$ cat src/design/smq_pkg.sv
// smq_pkg: shared types and constants of the speed motion qualifier.
// Used by smq_filter, smq_qualify, the top level and the testbench; no dependencies.

package smq_pkg;

  // Alpha fraction bits: 1 << ALPHA_FRAC_BITS stands for a weight of 1.0.
  localparam int ALPHA_FRAC_BITS = 16;
  localparam int ALPHA_REG_W     = 17;
  // Working width of alpha and one minus alpha.
  localparam int ALPHA_W = (ALPHA_FRAC_BITS + 1 > ALPHA_REG_W) ?
                           ALPHA_FRAC_BITS + 1 : ALPHA_REG_W;

  localparam int FILT_W = 32;  // Q16.16 average in 0.01 km/h

  // Register indexes on the configuration port.
  localparam logic [1:0] CFG_SMOOTHING_ALPHA  = 2'd0;
  localparam logic [1:0] CFG_MOVE_THRESHOLD   = 2'd1;
  localparam logic [1:0] CFG_STOP_THRESHOLD   = 2'd2;
  localparam logic [1:0] CFG_MOVE_COUNT_LIMIT = 2'd3;

  localparam logic [16:0] ALPHA_RESET      = 17'd13107;
  localparam logic [15:0] MOVE_THR_RESET   = 16'd500;
  localparam logic [15:0] STOP_THR_RESET   = 16'd200;
  localparam logic [7:0]  COUNT_LIM_RESET  = 8'd3;

  localparam logic [7:0]  MIN_SATELLITES     = 8'd4;
  localparam logic [15:0] LOW_SPEED_CENTI    = 16'd300;
  localparam logic signed [14:0] G_DEADBAND  = 15'sd100;
  localparam logic signed [18:0] YAW_DEADBAND = 19'sd300;

  // Divide by 10 as multiply by ceil(2^19 / 10) and shift; exact below 2^18.
  localparam logic [15:0] DIV10_MUL   = 16'd52429;
  localparam int          DIV10_SHIFT = 19;

  typedef struct packed {
    logic [16:0] smoothing_alpha;
    logic [15:0] move_threshold;
    logic [15:0] stop_threshold;
    logic [7:0]  move_count_limit;
  } cfg_t;

  typedef struct packed {
    logic [15:0]        speed_raw;
    logic               location_valid;
    logic [7:0]         satellite_count;
    logic signed [14:0] dynamic_g;
    logic signed [18:0] yaw_rate;
  } fix_t;

  // Between the filter stage and the qualifier stage.
  typedef struct packed {
    logic              usable;
    logic              imu_quiet;
    logic [FILT_W-1:0] avg;
  } mid_t;

  typedef struct packed {
    logic [12:0] speed_tenths;
    logic        moving;
  } res_t;

endpackage

$ cat src/design/smq_qualify.sv
// smq_qualify: fast-fix counter, motion decision, rounding to 0.1 km/h, output register.
// Depends on smq_pkg.

module smq_qualify (
  input  logic          clk,
  input  logic          rst,
  input  smq_pkg::cfg_t cfg,
  input  logic          mid_valid,
  output logic          mid_take,
  input  smq_pkg::mid_t mid,
  output logic          res_valid,
  input  logic          res_ready,
  output smq_pkg::res_t res
);
  import smq_pkg::*;

  logic [7:0]  fast_count;
  logic [7:0]  fast_count_next;
  logic [8:0]  count_inc;
  logic        moving;
  logic [32:0] rounded;
  logic [16:0] whole;
  logic [32:0] scaled;

  assign mid_take = mid_valid && (!res_valid || res_ready);

  always_comb begin
    count_inc = {1'b0, fast_count} + 9'd1;
    priority if (mid.avg >= {cfg.move_threshold, 16'h0000}) begin
      fast_count_next = (count_inc < {1'b0, cfg.move_count_limit}) ?
                        count_inc[7:0] : cfg.move_count_limit;
    end else if (mid.avg <= {cfg.stop_threshold, 16'h0000}) begin
      fast_count_next = '0;
    end else begin
      // between the thresholds: counter holds
      fast_count_next = fast_count;
    end
    moving = (fast_count_next >= cfg.move_count_limit) &&
             !((mid.avg < {LOW_SPEED_CENTI, 16'h0000}) && mid.imu_quiet);
    // (avg + 5.0) / 10.0 in Q16.16, floored: whole units first, then divide by 10
    rounded = {1'b0, mid.avg} + 33'h5_0000;
    whole   = rounded[32:16];
    scaled  = 33'(whole) * 33'(DIV10_MUL);
  end

  always_ff @(posedge clk) begin
    if (rst) begin
      res_valid  <= 1'b0;
      fast_count <= '0;
    end else begin
      if (mid_take) begin
        res_valid <= 1'b1;
      end else if (res_ready) begin
        res_valid <= 1'b0;
      end
      if (mid_take && mid.usable) begin
        fast_count <= fast_count_next;
      end
    end
  end

  always_ff @(posedge clk) begin
    if (mid_take) begin
      res.moving       <= mid.usable && moving;
      res.speed_tenths <= (mid.usable && moving) ? scaled[DIV10_SHIFT +: 13] : '0;
    end
  end

endmodule

$ cat config.mk
export PLATFORM = sky130hd
export DESIGN_NAME = smq_qualify
export DESIGN_NICKNAME = d
export VERILOG_FILES = /design/src/design/smq_pkg.sv /design/src/design/smq_qualify.sv
export SDC_FILE = /design/constraint.sdc
export NUM_CORES = 1
export LEC_CHECK = 0
export BUFFER_PORTS_ARGS = -buffer_cell sky130_fd_sc_hd__buf_2
export CAP_MARGIN = 15
export CORE_ASPECT_RATIO = 0.5
export CORE_MARGIN = 2
export CORE_UTILIZATION = 40
export CTS_CLUSTER_SIZE = 30
export DETAILED_ROUTE_END_ITERATION = 10
export GPL_TIMING_DRIVEN = 1
export HOLD_SLACK_MARGIN = 0.02
export SLEW_MARGIN = 25
export SYNTH_ARGS = -nofsm -noshare
export SYNTH_HDL_FRONTEND = slang
export SYNTH_SLANG_ARGS = --single-unit
$ cat constraint.sdc
create_clock -name clk -period 6.4 [get_ports clk]
set_clock_uncertainty 0.15 [all_clocks]
set_input_delay 0.32 -clock clk [delete_from_list [all_inputs] [get_ports clk]]
set_output_delay 0.32 -clock clk [all_outputs]
set_load 0.005 [all_outputs]
-- After elaboration in Yosys (flattened, before gate mapping)
Cells that the tools add are included.
- $add $sub $neg: 2
- multipliers: 1
- $lt $le $gt $ge: 5
- muxes and demuxes: 5
- reductions and logical operators: 9
- operator list (kind ; count):
    $add A32 B19 Y33 const B ; 1
    $ge A32 B32 Y1 ; 1
    $le A32 B32 Y1 ; 1
    $lt A32 B25 Y1 const B ; 1
    $mul A17 B16 Y32 const B ; 1
    $mux W8 ; 3
    $add A8 B1 Y9 const B ; 1
    $lt A9 B8 Y1 ; 1
    $ge A8 B8 Y1 ; 1
    $logic_and A1 B1 Y1 ; 5
    $logic_not A1 Y1 ; 2
    $mux W1 ; 2
    $reduce_bool A2 Y1 ; 1
    $logic_or A1 B1 Y1 ; 1
- flip-flop bits (word level): 23
- input bits: 95
- output and inout port bits: 16
- logic and storage cells: 26

-- Logic depth before layout (Yosys ltp)
Gate-level depths: netlist of the first run.
- depth after elaboration: 7
- depth in mapped cells: 25
- gate-level depth less buffers: 25

-- Least setup slack after synthesis of the first run
No wires, ideal clock.
- path type: input to register
- start: input port mid[16] (netlist name)
- end: register res[10] (netlist name) (data pin)
- setup time: 135 ps
- arrival: 6021 ps
- required time: 6115 ps
- slack: 94 ps
- stages: 21
- path buffers: 0
- path through: ha_1 -> o2111ai_1 -> nor2_1 -> nand2_1 -> nor3_1 -> ha_1 -> ha_1 -> fa_1 -> fa_1 -> fa_1 -> inv_1 -> fa_1 -> inv_1 -> ha_1 -> a2111oi_0 -> o21ai_1 -> o21ai_1 -> o21ai_1 -> or2_1 -> or4_1 -> nand3_1
- cells in the longest elaborated chain, start to end: 6
- elaborated cells between the ends (all ways): 12
- those cells by class: add/sub (1); mul (1); order compare (4); mux (2); reduce/logical (4)
- ends and longest elaborated chain (item ; line ; source):
    from (decl) ; smq_qualify.sv:10 ; input smq_pkg::mid_t mid,
    branches (longest 6 deep; another with $add A32 B19 Y33) ; - ;
    to (decl) ; smq_qualify.sv:13 ; output smq_pkg::res_t res
Parallel ways; which one is timed is not known.
A chain may end at the register's enable or synchronous reset.

-- Final worst setup path of the first run
- start: input port mid[17] (netlist name)
- end: register res[10] (netlist name) (data pin)
Same word-level chain as after synthesis.

==> results of run 1 <==
==> layout by cell type, fill, tap and decap left out, types with 3 or more instances in the layout <==
cell type,n
sky130_fd_sc_hd__mux2i_1,9
sky130_fd_sc_hd__buf_4,90
sky130_fd_sc_hd__o2111ai_1,3
sky130_fd_sc_hd__o2bb2ai_1,3
sky130_fd_sc_hd__and2_1,3
sky130_fd_sc_hd__or3_1,3
sky130_fd_sc_hd__xnor2_1,22
sky130_fd_sc_hd__edfxtp_1,14
sky130_fd_sc_hd__xor2_1,14
sky130_fd_sc_hd__o21ai_0,5
sky130_fd_sc_hd__nor2_1,42
sky130_fd_sc_hd__nand2b_1,4
sky130_fd_sc_hd__nor4_2,4
sky130_fd_sc_hd__a31oi_1,4
sky130_fd_sc_hd__nand3_1,16
sky130_fd_sc_hd__nand4_1,10
sky130_fd_sc_hd__clkbuf_16,3
sky130_fd_sc_hd__or2_2,5
sky130_fd_sc_hd__buf_2,93
sky130_fd_sc_hd__o22ai_1,6
sky130_fd_sc_hd__inv_1,221
sky130_fd_sc_hd__a21oi_1,36
sky130_fd_sc_hd__a21o_1,20
sky130_fd_sc_hd__o211ai_1,6
sky130_fd_sc_hd__ha_1,174
sky130_fd_sc_hd__nor3_1,9
sky130_fd_sc_hd__xnor2_2,3
sky130_fd_sc_hd__and3_1,6
sky130_fd_sc_hd__dfxtp_1,9
sky130_fd_sc_hd__o21a_1,5
sky130_fd_sc_hd__a221o_1,5
sky130_fd_sc_hd__nand2_1,34
sky130_fd_sc_hd__fa_1,85
sky130_fd_sc_hd__nor2b_1,8
sky130_fd_sc_hd__o21ai_1,10
==> what timing repair did <==
| item | 4_1_cts | 5_1_grt |
|---|---|---|
| pin swaps | 0 | 5 |
| gates resized for setup | 1 | 14 |
| setup buffers | 0 | 4 |
| setup endpoints to repair | 1 | 12 |
| endpoints found under the hold margin | 0 | 0 |
==> cell type report <==
cell class                      instances  area (sq um)
Clock buffer                            4          78.8
Fill cell                            1743          9300
Timing Repair Buffer                  183          1140
Tap cell                              240           300
Inverter                              221           830
Sequential cell                        23           601
Multi-Input combinational cell        591          6060
==> flip-flops by register name, summed over array words and instances (netlist names) <==
signal,count
res_valid,1
fast_count,8
res,14
==> power by group <==
group | internal, mW | switching [mW] | total, mW
logic | 1.95 | 2.28 | 4.23
clock network | 0.0850 | 0.0505 | 0.136
registers | 0.163 | 0.00174 | 0.165
==> cells by family after synthesis <==
| group | count (synthesis) | share of synthesized area [%] |
|---|---|---|
| DFF | 23 | 8.06 |
| and+or+nand+nor | 158 | 10.8 |
| adders and majority gates | 260 | 52.2 |
| AOI/OAI and AO/OA | 124 | 11.2 |
| muxes | 9 | 1.21 |
| xor gates and xnor gates | 40 | 4.80 |
| buffers and inverters | 227 | 11.7 |
==> Yosys cell counts (5+ instances only) <==
library cell               instances  area share (%)
sky130_fd_sc_hd__a21o_1           20             2.0
sky130_fd_sc_hd__a21oi_1          37             2.5
sky130_fd_sc_hd__a221o_1           5            0.67
sky130_fd_sc_hd__and3_1            6            0.50
sky130_fd_sc_hd__dfxtp_1           9             2.4
sky130_fd_sc_hd__edfxtp_1         14             5.6
sky130_fd_sc_hd__fa_1             85              23
sky130_fd_sc_hd__ha_1            175              29
sky130_fd_sc_hd__inv_1           221              11
sky130_fd_sc_hd__mux2i_1           9             1.2
sky130_fd_sc_hd__nand2_1          34             1.7
sky130_fd_sc_hd__nand3_1          17             1.1
sky130_fd_sc_hd__nand4_1          10            0.84
sky130_fd_sc_hd__nor2_1           43             2.2
sky130_fd_sc_hd__nor2b_1           8            0.67
sky130_fd_sc_hd__nor3_1            9            0.60
sky130_fd_sc_hd__o211ai_1          6            0.60
sky130_fd_sc_hd__o21a_1            5            0.50
sky130_fd_sc_hd__o21ai_0           5            0.34
sky130_fd_sc_hd__o21ai_1          11            0.74
sky130_fd_sc_hd__o22ai_1           6            0.50
sky130_fd_sc_hd__or2_2             5            0.42
sky130_fd_sc_hd__xnor2_1          24             2.8
sky130_fd_sc_hd__xor2_1           15             1.8
==> metrics by stage <==
stage	power (mW)	hold slack, ns	setup slack, ns	instance area (sq um)	setup TNS (ns)
after floorplan	2.88	0.239	0.0937	7450	0
after global placement	4.13	0.319	-0.186	8820	-0.745
after detailed placement	4.18	0.328	-0.320	8820	-1.81
after CTS	4.36	0.112	0.00588	8910	0
after global routing	5.11	0.123	-0.0121	9010	-0.0121
final	4.53	0.111	0.264	9010	0
==> per-layer routing <==
layer,vias up,wire [microns],global-route usage [%]
met4,0,79,2.31
met5,-,0,0
met2,112,8090,32.9
met3,9,690,1.00
li1,3143,-,-
met1,2915,9320,27.9
==> worst min-delay path by stage <==
stage / start / end / slack (ns) / depth (start not counted)
after CTS: rst / res_valid / 0.11 / 2
final: rst / res_valid / 0.11 / 2
after detailed placement: res_valid / res_valid / 0.33 / 2
after floorplan: rst / res_valid / 0.24 / 1
after global placement: res_valid / res_valid / 0.32 / 2
after global routing: rst / res_valid / 0.12 / 2
==> qor_table.md, run 1 <==
| Stage | Result | This run |
|:---|:---|:---|
| global route | Number of antenna violations at the first check in global routing | 0 |
| setup path | Crit. path cell count | 24 |
| synthesis | EDFF count, synth | 14 |
| global route | Remaining global-route overflow | 0 |
| cells and area | Fraction of layout cells with a size suffix above 1 | 20.5% |
| cells and area | Final antenna diode count | 0 |
| setup path | Worst Setup EP | res[10] |
| synthesis | Number of distinct library cells after synthesis | 57 |
| clock network | Clock latency reported for the late side of the worst-skew pair | 0.26 ns |
| drt | Post-DRT Antenna Nets | 0 |
| synthesis | Post-synthesis net count | 1,196 |
| status | Run status | completed |
| setup path | CP max-delay cell | sky130_fd_sc_hd__fa_1 |
| global route | Wire length of the first global-routing pass | 30,700 microns |
| drt | Wire length after detailed routing | 18,200 microns |
| floorplan | Horizontal die dimension | 197 microns |
| flow run | # Max-Cap Violations | 0 |
| floorplan | Area of the placeable core | 0.0183 sq mm |
| setup path | Path type of the worst setup path | primary input to register |
| pwr | Power density over cell area | 503 mW/mm^2 |
| setup path | Cell-by-cell trace of the critical path | buf_2 > ha_2 > o2111ai_2 > nor2_2 > nand4_1 > xnor2_2 > ha_1 > ha_1 > inv_1 > fa_1 > inv_1 > fa_1 > fa_1 > inv_1 > fa_1 > inv_1 > ha_1 > a21oi_2 > and3_1 > o211a_4 > nor3_1 > or2_1 > or4_1 > nand3_1 |
| timing | Number of failing hold endpoints at the final stage | 0 |
| clock network | Clock tree root buffer cell | sky130_fd_sc_hd__clkbuf_16 |
| timing | Final critical path time including I/O delays and setup | 6.14 ns |
| place | Placer Congestion | 0.947 |
| setup path | Worst reg-to-reg setup slack | 1.42 ns |
| synthesis | Flops & latches, synth | 23 |
| drt | TritonRoute pass-1 iters | 5 |
| setup path | Launching element of the worst setup path | mid[17] |
| clock network | CTS Buffer Depth | 2 |
| pwr | Peak ir drop on the vdd network | 0.588 mV |
| synthesis | Sequential-to-total area share from yosys stat | 8.06% |
| synthesis | Yosys warning count | 0 |
| clock network | Clock transition at the registers of the reported paths | 0.06 ns |
| drt | Mean routed wirelength per cell | 14.4 microns |
| pwr | Leak | 5.02 nW |
| drt | Total DRC errors in the routed layout | 0 |
| place | Number of instances in the placed design | 1,254 |
| timing | Final-report setup violation count | 0 |
| drt | Number of vias after detailed routing | 6,179 |
| setup path | Largest delay contributor family on the critical path | adder cells |
| synthesis | Most used flip-flop cell after synthesis | sky130_fd_sc_hd__edfxtp_1 |
| setup path | RR Startpoint | fast_count[0] |
| synthesis | Cell count after synthesis | 841 |
| timing | Max Clock Freq | 0.163 GHz |
| setup path | Kind of start point of the critical path | primary input |
| timing | Slew @ Worst Pin | 0.761 ns |
| clock network | CTS tree | done |
| cells and area | Final core utilization | 49.2% |
| cells and area | Final-stage net count | 1,378 |
| setup path | Category of the worst setup path capture point | register |
| drt | Initial drt markers | 362 |
| place | Detailed placer's ending HPWL | 16,500 microns |
| setup path | Reg2reg path depth | 21 |
| floorplan | IO Count | 111 |
| synthesis | Proportion of register bits with asynchronous set or reset after synthesis | 0% |
| place | Number of port buffers | 93 |
| clock network | Number of buffers inserted by hold repair at cts | 0 |
| synthesis | Mapped Avg Cell Area | 8.86 sq um |
| global route | Maximum number of pins on one net before global-route repair | 17 |
| synthesis | Cell area after synthesis | 0.00745 sq mm |
| floorplan | Number of placement rows | 35 |
| floorplan | Initial standard-cell utilization of the core | 40.7% |
| setup path | Critical path arrival | 6.11 ns |
| timing | Max-slew violation total from the final report | 0 |
| floorplan | Area enclosed by the die boundary | 0.0198 sq mm |
| cells and area | Final standard cell count with taps included and fillers excluded | 1,262 |
| timing | Share of the clock period used by the worst path | 95.9% |
| clock network | Total number of H-tree levels | 1 |
| cells and area | P&R area growth vs syn | 20.9% |
| clock network | # clock sinks | 23 |
| setup path | Highest cell delay on the worst timing path | 0.58 ns |
| setup path | Maximum fanout count along the critical path | 4 |
| clock network | CTS buffer count | 3 |
| drt | Vias per cell | 4.90 |
| global route | Vias in the first global route | 6,407 |
| setup path | Combined buffer and inverter count along the critical path | 5 |
| floorplan | Die height | 100 microns |
| setup path | Required time of the critical path | 6.37 ns |
| setup path | Capture point of the worst reg-to-reg path | res[10] |
| timing | Relative slew slack | 49.3% |
| global route | Combined global-route utilization of all metal layers | 19.3% |
| hold path | Worst min-delay path category | primary input to register |
(Power assumes the default switching activity.)
==> run 2: changes to the inputs <==
--- a/config.mk
+++ b/config.mk
@@ -14,6 +14,7 @@
 export DETAILED_ROUTE_END_ITERATION = 10
 export GPL_TIMING_DRIVEN = 1
 export HOLD_SLACK_MARGIN = 0.02
+export PLACE_DENSITY = 0.68
 export SLEW_MARGIN = 25
 export SYNTH_ARGS = -nofsm -noshare
 export SYNTH_HDL_FRONTEND = slang
==> qor_table.md, run 2 (same netlist as run 1, synthesis figures left out) <==
| Stage | Result | This run | vs previous |
|:---|:---|:---|:---|
| status | Run status | completed |  |
| global route | Combined global-route utilization of all metal layers | 19.4% | +0.17 points |
| cells and area | P&R area growth vs syn | 19.7% |  |
| timing | Final critical path time including I/O delays and setup | 6.14 ns | +0.00155 ns |
| cells and area | Area taken by multi-input logic gates | 0.00610 sq mm | +0.79% |
| pwr | Net switching fraction of the power | 52.4% | +0.83 points |
| pwr | Flop pwr share | 3.8% | +0.2 points |
| cells and area | Post-route cell area | 0.00892 sq mm | -0.97% |
| timing | Slew @ Worst Pin | 0.766 ns | +0.00526 ns |
| drt | Mean routed wirelength per cell | 14.8 microns | +2.6% |
| clock network | CTS buffer count | 3 | unchanged |
| cells and area | Filler cells | 1,694 | -2.8% |
| flow run | # Max-Cap Violations | 0 | unchanged |
| floorplan | Area of the placeable core | 0.0183 sq mm | unchanged |
| cells and area | Top Registers | res: 14 flops, fast_count: 8 flops, res_valid: 1 flops |  |
| place | Placer Congestion | 0.912 | -3.8% |
| setup path | Required time of the critical path | 6.38 ns | about the same |
| clock network | CTS tree | done |  |
| global route | Remaining global-route overflow | 0 | unchanged |
| clock network | # clock sinks | 23 | unchanged |
| setup path | Maximum fanout count along the critical path | 4 | unchanged |
| clock network | Clock transition at the registers of the reported paths | 0.06 ns | about the same |
| floorplan | IO Count | 111 | unchanged |
| pwr | Leak | 4.95 nW | -1.4% |
| clock network | CTS Buffer Depth | 2 | unchanged |
| drt | Post-DRT Antenna Nets | 0 | unchanged |
| setup path | Kind of start point of the critical path | primary input |  |
| cells and area | Area taken by flip-flops and latches | 601 sq um | unchanged |
| place | Dpl cell area | 0.00871 sq mm | -1.3% |
| cells and area | Final antenna diode count | 0 | unchanged |
| timing | Number of failing hold endpoints at the final stage | 0 | unchanged |
| pwr | Clock group share of total power | 3.1% | about the same |
| floorplan | Area enclosed by the die boundary | 0.0198 sq mm | unchanged |
| timing | Share of the clock period used by the worst path | 95.9% | about the same |
| place | Number of port buffers | 93 | unchanged |
| cells and area | Register with the most flip-flops | res |  |
| drt | Initial drt markers | 227 | -37% |
| pwr | Power density over cell area | 491 mW/mm^2 | -2.3% |
| drt | Wire length after detailed routing | 18,400 microns | +1.2% |
| place | Worst slack after detailed placement | -0.222 ns | +0.0977 ns |
| timing | Max-slew violation total from the final report | 0 | unchanged |
| clock network | Clock latency reported for the late side of the worst-skew pair | 0.26 ns | about the same |
| cells and area | Final core utilization | 48.7% | -0.48 points |
| global route | Maximum number of pins on one net before global-route repair | 17 | unchanged |
| timing | Worst hold slack after final layout | 0.108 ns | -0.00339 ns |
| drt | Number of vias after detailed routing | 6,234 | +0.89% |
| hold path | Worst min-delay path category | primary input to register |  |
| setup path | Critical path arrival | 6.11 ns | about the same |
| drt | Total DRC errors in the routed layout | 0 | unchanged |
| floorplan | Horizontal die dimension | 197 microns | unchanged |
| pwr | Peak ir drop on the vdd network | 0.454 mV | -23% |
| timing | Post-route setup TNS | 0 ns | unchanged |
| floorplan | Die height | 100 microns | unchanged |
| pwr | Total power after layout | 4.38 mW | -3.3% |
| cells and area | Number of flip-flops in the largest register | 14 | unchanged |
| pwr | Combinational cell fraction of total power | 93.1% | -0.3 points |
| timing | Final setup slack of the worst path | 0.262 ns | -0.00155 ns |
| global route | Number of antenna violations at the first check in global routing | 0 | unchanged |
| cells and area | Commonest cells after routing, fill and taps aside | 221 x sky130_fd_sc_hd__inv_1, 174 x sky130_fd_sc_hd__ha_1, 93 x sky130_fd_sc_hd__buf_2 |  |
| global route | Wire length of the first global-routing pass | 31,100 microns | +1.1% |
| clock network | Number of buffers inserted by hold repair at cts | 0 | unchanged |
| place | Detailed placer's ending HPWL | 16,600 microns | +0.66% |
| clock network | Clock tree root buffer cell | sky130_fd_sc_hd__clkbuf_16 |  |
| cells and area | Final standard cell count with taps included and fillers excluded | 1,244 | -1.4% |
| timing | Final-report setup violation count | 0 | unchanged |
| timing | Relative slew slack | 48.5% | -0.74 points |
| pwr | Switching power summed over all nets | 2.29 mW | -1.7% |
| cells and area | Leading cell type in the layout, fill and taps excluded | sky130_fd_sc_hd__inv_1 |  |
| setup path | Path type of the worst setup path | primary input to register |  |
| floorplan | Number of placement rows | 35 | unchanged |
| floorplan | Initial standard-cell utilization of the core | 40.7% | unchanged |
| drt | Vias per cell | 5.01 | +2.3% |
| setup path | Category of the worst setup path capture point | register |  |
| cells and area | Final-stage net count | 1,360 | -1.3% |
| pwr | P_int | 2.08 mW | -5.0% |
| timing | Max Clock Freq | 0.163 GHz | about the same |
| global route | Vias in the first global route | 6,727 | +5.0% |
| clock network | Total number of H-tree levels | 1 | unchanged |
| drt | TritonRoute pass-1 iters | 5 | unchanged |
| place | Number of instances in the placed design | 1,239 | -1.2% |
| cells and area | Fraction of layout cells with a size suffix above 1 | 19.6% | -0.83 points |
run 2: cell types whose count changed in the layout (fill, tap and decap cells not counted), moves of 2 or more:
cell,before,now
sky130_fd_sc_hd__nor3_1,9,7
sky130_fd_sc_hd__xnor2_1,22,19
sky130_fd_sc_hd__buf_4,90,72
sky130_fd_sc_hd__xnor2_2,3,5
sky130_fd_sc_hd__nor3_2,0,2
run 2: area by class of cell:
type | instances | share of cell area, %
timing repair buffer | 165 | 11.3
multi-input combinational | 591 | 68.4
tap | 240 | 3.37
inverter | 221 | 9.30
clock buffer | 4 | 0.884
sequential | 23 | 6.73
run 2: timing repair:
| action | in CTS | in global routing |
|---|---|---|
| endpoints found under the setup margin | 0 | 12 |
| buffers inserted | 0 | 1 |
| gates resized for setup | 0 | 22 |
run 2: worst max-delay path, stage by stage:
cell and delay [ns]:
sky130_fd_sc_hd__buf_2 0.12, sky130_fd_sc_hd__ha_2 0.20, sky130_fd_sc_hd__o2111ai_2 0.15, sky130_fd_sc_hd__nor2_2 0.21
sky130_fd_sc_hd__nand4_1 0.17, sky130_fd_sc_hd__xnor2_2 0.17, sky130_fd_sc_hd__ha_1 0.33, sky130_fd_sc_hd__ha_1 0.29
sky130_fd_sc_hd__inv_1 0.05, sky130_fd_sc_hd__fa_1 0.51, sky130_fd_sc_hd__inv_1 0.05, sky130_fd_sc_hd__fa_1 0.46
sky130_fd_sc_hd__fa_1 0.58, sky130_fd_sc_hd__inv_1 0.07, sky130_fd_sc_hd__fa_1 0.53, sky130_fd_sc_hd__inv_1 0.04
sky130_fd_sc_hd__ha_1 0.32, sky130_fd_sc_hd__a21oi_2 0.18, sky130_fd_sc_hd__and3_1 0.23, sky130_fd_sc_hd__o211a_4 0.22
sky130_fd_sc_hd__nor3_1 0.08, sky130_fd_sc_hd__or2_1 0.25, sky130_fd_sc_hd__or4_1 0.50, sky130_fd_sc_hd__nand3_1 0.09
run 2: worst paths after layout:
path / depth (start not counted) / start / slack, ns / to
worst min register to register: 2 / res_valid / 0.34 / res_valid
worst max-delay path: 24 / mid[17] / 0.26 / res[10]
worst max register to register: 21 / fast_count[0] / 1.28 / res[10]
worst min-delay path: 2 / rst / 0.11 / res_valid
run 2: power by group through the flow:
stage / registers [mW] / logic [mW] / clock network, mW
global placement: 0.168 / 3.75 / 0
global route: 0.165 / 4.67 / 0.145
CTS: 0.165 / 3.89 / 0.140
finish: 0.165 / 4.08 / 0.137
floorplan: 0.169 / 2.71 / 0
detailed placement: 0.168 / 3.86 / 0
run 2: per-layer routing:
metal	routed length, microns	share of wire, %	GRT usage, %	vias up
met2	8700	47	35.2	134
met3	987	5.4	2.81	29
met1	8370	46	24.6	2961
met4	340	1.8	5.03	0
li1	-	-	-	3110
met5	0	0	0	-
